--- config.mk ---
export PLATFORM = sky130hd
export DESIGN_NAME = rotarc_div_step
export DESIGN_NICKNAME = d
export VERILOG_FILES = /design/src/rtl/core/assert_macros.svh /design/src/rtl/core/rotarc_pkg.sv /design/src/rtl/core/rotarc_div_step.sv
export SDC_FILE = /design/constraint.sdc
export NUM_CORES = 1
export LEC_CHECK = 0
export BUFFER_PORTS_ARGS = -buffer_cell sky130_fd_sc_hd__buf_2
export CAP_MARGIN = 0
export CORE_UTILIZATION = 58
export DETAILED_ROUTE_END_ITERATION = 8
export MAX_ROUTING_LAYER = met4
export PLACE_DENSITY = 0.91
export SLEW_MARGIN = 20
export SYNTH_ARGS = -nofsm -noshare
export SYNTH_HDL_FRONTEND = slang
export SYNTH_SLANG_ARGS = --single-unit
--- constraint.sdc ---
create_clock -name vclk -period 14.7
set_input_delay 2.94 -clock vclk [all_inputs]
set_output_delay 2.94 -clock vclk [all_outputs]
set_load 0.01 [all_outputs]
--- src/rtl/core/assert_macros.svh ---
// Assertion helpers shared by the RTL.
`ifndef ASSERT_MACROS_SVH
`define ASSERT_MACROS_SVH

// Same-cycle implication, disabled during reset.
`define CHECK_IMPLY(lbl, clk, rst, ante, cons) \
  lbl: assert property (@(posedge clk) disable iff (rst) (ante) |-> (cons)) \
    else $error("check failed: implication");

// Next-cycle implication, disabled during reset.
`define CHECK_NEXT(lbl, clk, rst, ante, cons) \
  lbl: assert property (@(posedge clk) disable iff (rst) (ante) |=> (cons)) \
    else $error("check failed: next-cycle implication");

`endif

--- src/rtl/core/rotarc_pkg.sv ---
package rotarc_pkg;

  localparam int FRAC_BITS = 14;
  localparam int ONE  = 1 << FRAC_BITS;
  localparam int LIM  = (ONE < 32767) ? ONE : 32767;

  localparam int IW   = 16;               // vector / quaternion field width
  localparam int QWW  = 15;               // quat_w width
  localparam int PW   = 2 * IW;           // product width
  localparam int CW   = PW + 1;           // cross component width
  localparam int DOTW = PW + 2;           // dot sum width
  localparam int DW   = FRAC_BITS + 2;    // clamped dot width
  localparam int SQW  = 2 * FRAC_BITS + 3; // sqrt radicand width
  localparam int SB   = FRAC_BITS + 2;    // sqrt result width
  localparam int SQ_ITER = (SQW + 1) / 2;
  localparam int SQ_ST   = (SQ_ITER + 1) / 2;
  localparam int QB   = 16;               // quotient bits before saturation
  localparam int DV_ST = QB / 2;
  localparam int MW   = CW + 1;           // rounded numerator width

  localparam logic signed [DOTW-1:0] LIM_D  = DOTW'(LIM);
  localparam logic signed [DOTW-1:0] ONE_D  = DOTW'(ONE);
  localparam logic signed [DOTW-1:0] HALF_D = DOTW'(ONE / 2);

  typedef struct packed {
    logic [SB:0]   rem;
    logic [QB-1:0] q;
  } lane_div_t;

  typedef struct packed {
    logic [SQW-1:0] x;
    logic [SQW:0]   r;
  } sq_t;

  typedef struct packed {
    logic [8:0][PW-1:0]  p;
    logic [2:0][CW-1:0]  c;
    logic [DOTW-1:0]     dot;
    logic [DW-1:0]       d;
    logic [IW-1:0]       dout;
    logic [2:0][IW-1:0]  dq;
    sq_t                 sq;
    logic [SB-1:0]       s;
    logic [QWW-1:0]      qw;
    logic [2:0]          neg;
    logic [2:0]          ovf;
    logic [2:0][QB-1:0]  ml;
    lane_div_t [2:0]     dv;
    logic [2:0][IW-1:0]  quat;
  } stage_t;

  // Shift right by FRAC_BITS, round half away from zero.
  function automatic logic signed [DOTW-1:0] rnd_shr(input logic signed [DOTW-1:0] v);
    logic signed [DOTW-1:0] m;
    m = v[DOTW-1] ? -v : v;
    m = (m + HALF_D) >>> FRAC_BITS;
    return v[DOTW-1] ? -m : m;
  endfunction

  function automatic logic signed [IW-1:0] sat_lim(input logic signed [DOTW-1:0] v);
    logic signed [DOTW-1:0] t;
    t = (v > LIM_D) ? LIM_D : ((v < -LIM_D) ? -LIM_D : v);
    return t[IW-1:0];
  endfunction

  // One digit of the integer square root; step k counts from the top pair.
  function automatic sq_t sq_step(input sq_t cur, input int k);
    sq_t o;
    logic [SQW:0] b;
    logic [SQW:0] t;
    o = cur;
    b = '0;
    t = '0;
    if (k < SQ_ITER) begin
      b = (SQW + 1)'(1) << (SQW - 1 - 2 * k);
      t = cur.r + b;
      if ({1'b0, cur.x} >= t) begin
        o.x = cur.x - t[SQW-1:0];
        o.r = (cur.r >> 1) + b;
      end else begin
        o.r = cur.r >> 1;
      end
    end
    return o;
  endfunction

endpackage

--- src/rtl/core/rotarc_div_step.sv ---
// Two restoring-division steps for the three axis lanes.
module rotarc_div_step (
  input  rotarc_pkg::lane_div_t [2:0]     din,
  input  logic [2:0][1:0]                 bits,
  input  logic [rotarc_pkg::SB-1:0]       s,
  output rotarc_pkg::lane_div_t [2:0]     dout
);
  import rotarc_pkg::*;

  always_comb begin
    lane_div_t    cur;
    logic [SB+1:0] t;
    for (int i = 0; i < 3; i++) begin
      cur = din[i];
      for (int k = 1; k >= 0; k--) begin
        t = {cur.rem, bits[i][k]};
        if (t >= {2'b00, s}) begin
          t = t - {2'b00, s};
          cur.q = {cur.q[QB-2:0], 1'b1};
        end else begin
          cur.q = {cur.q[QB-2:0], 1'b0};
        end
        cur.rem = t[SB:0];
      end
      dout[i] = cur;
    end
  end

endmodule

==> reports/qor.txt <==
CP cell instances = buf_2 -> inv_1 -> fa_1 -> a21oi_1 -> o22ai_1 -> nor4_1 -> or3b_1 -> and3_1 -> o21ai_0 -> fa_1 -> a211o_1 -> o211ai_1 -> a21o_1 -> a21oi_1 -> o21ai_0 -> nand4b_1 -> a311oi_4 -> mux2_2 -> buf_2
Total negative setup slack = 0 ps
Post-Place Cells = 1059
Share of cells above drive strength 1 = 22.1%
Synthesized area = 0.00629 mm^2
Slew Viols, Final = 0
Largest delay share family, worst path = compound AO/OA/AOI/OAI gates
Area Overhead vs Synth = 6.90%
Critical path's slowest cell = a311oi_4
Routed Antenna Nets = 0
DR vias = 6833
Global-route wire length before repair = 28.8 mm
DRC = 0
End-of-flow core utilization = 64.5%
Largest net degree at the start of global routing = 27
WP data required = 11760 ps
Hold buffer count at CTS = 0
I/O pin count = 220
Seq Cell Count = 0
PostCTS Resize Cnt = 0
Multi-input gate area = 0.00570 mm^2
I/O Buffers = 130
Post-route insts no fill = 1062
Sequential share of power = 0%
Post-synth top area cell = ha_1
HP Start = din[9]
CP Capture Type = output port
Crit path buffers/inverters = 3
GRT Total Usage = 32.1%
VDD IR max = 0.0000799 V
Synth area leaders = ha_1 (19%), mux2_2 (8.4%), a21oi_1 (6.3%), xnor2_1 (5.2%), buf_4 (5.1%)
Most frequent cells in the layout = buf_2 (130), ha_1 (96), a21oi_1 (79)
Worst-Margin Slew = 1080 ps
Row count = 37
Headroom to the max-slew limit = 28.3%
Fin. Hold Viols = 0
Mapped Nets = 1071
Mux share of post-synthesis cell area = 12.4%
Maxcap violations = 0
Min Clock Period, post-route = 11980 ps
Psw = 353 uW
Initial Util = 60.4%
Final worst path period share = 81.5%
GP Congestion = 0.923
Post-synth top area share = 19.1%
P_int = 305 uW
Die area = 0.0113 mm^2
Vias in the first global route = 6130
Crit path DAT = 9040 ps
Starting DRC count in detailed routing = 517
Critical Path Start = s[1]
WL met3 = 1.41 mm
Power Dens Cells = 97.9 mW/mm^2
Dpl cell area = 0.00672 mm^2
Highest clock rate = 83.5 MHz
Design area = 0.00672 mm^2
Synth Area in Adders = 21.0%
Via density per instance = 6.43
DP HPWL = 14.9 mm
Synth Area in Compound Gates = 29.9%
Register area share after synthesis = 0%
Synth Warn # = 0
Synth Instances = 848
M1 WL = 7.87 mm
Clk_buf instances = 0
Most common cell after layout, fill and taps aside = buf_2
Switching share of power = 53.7%
Nature of the critical path startpoint = input port
Post-CTS setup buffer count = 0
Die Ht = 106 um
Synth Area in XOR/XNOR = 8.77%
Logic pwr share = 100.0%
Clock share of power = 0%
First-pass DRT Iterations = 5
FF+latch area = 0 um^2
RSZ-0062 raised after global routing = false
Final setup fails = 0
Final net count = 1148
Synthesized area per cell = 7.42 um^2
Initial antenna violation count = 3
WL/cell = 17.3 um
Slowest stage delay, CP = 960 ps
Top sig layer = met4
Die W = 106 um
Simple logic cell fraction of the synthesized area = 18.6%
Remaining global-route overflow = 0
Met2 wire length = 8.13 mm
Fillers = 904
Largest family of logic cells by synthesized area = compound AO/OA/AOI/OAI gates
Hold WC Path Type = in -> out
Final WL = 18.4 mm
CP Max Fanout = 26
Status = finished clean
Kind of critical path = in -> out
Leak = 0.00326 uW
Core Region = 0.0104 mm^2
Cell variety after synth = 73
==> worst paths after layout <==
path                        to  slack [ps]  cells after the start
worst min-delay path  dout[11]        5880                      0
worst max-delay path  dout[22]        2720                     19
==> power groups by stage <==
stage	Sequential, uW	Combinational, uW	Clock, uW
2_1_floorplan	0	489	0
3_3_place_gp	0	629	0
3_5_place_dp	0	645	0
4_1_cts	0	649	0
5_1_grt	0	715	0.0000273
6_report	0	658	0.0000273
==> through the flow <==
stage	power [uW]	hold slack (ps)	setup slack (ps)
2_1_floorplan	489	5970	4270
3_3_place_gp	629	5880	2850
3_5_place_dp	645	5880	2720
4_1_cts	649	5880	2710
5_1_grt	715	5880	2270
6_report	658	5880	2720
==> metal layers <==
metal  vias up  GRT usage [%]
met5         -              -
met4         0           14.9
met3        85           4.29
met2       299           50.4
met1      3135           40.7
li1       3314              -
==> area by class of cell <==
cell class	instances	share of cell area, %
repair buffers	131	9.79
multi-input cells	743	84.8
well taps	136	2.53
diodes	3	0.112
inverters	49	2.74
==> cells in the mapped netlist, types with 9 or more instances <==
| cell | n |
|---|---|
| a211oi_1 | 13 |
| o21ai_0 | 51 |
| xnor2_1 | 37 |
| inv_1 | 48 |
| nand2b_1 | 14 |
| ha_1 | 96 |
| nand2_1 | 59 |
| mux2i_1 | 12 |
| a31oi_1 | 12 |
| and3_1 | 9 |
| a21o_1 | 37 |
| nor2_1 | 52 |
| nor3_1 | 19 |
| buf_4 | 43 |
| nand4_1 | 15 |
| mux2_2 | 47 |
| nor2b_1 | 11 |
| o21a_1 | 20 |
| nand3_1 | 17 |
| xor2_1 | 26 |
| a21oi_1 | 79 |
==> kinds of logic (layout without fill, tap and decap cells) <==
family | count (synthesis) | count (layout)
other cells | 0 | 3
xor+xnor | 63 | 63
mux | 68 | 68
simple gates | 229 | 229
compound gates | 281 | 281
fa+ha+maj | 102 | 102
buf+inv | 105 | 180
Power figures use the tool's default switching activity.
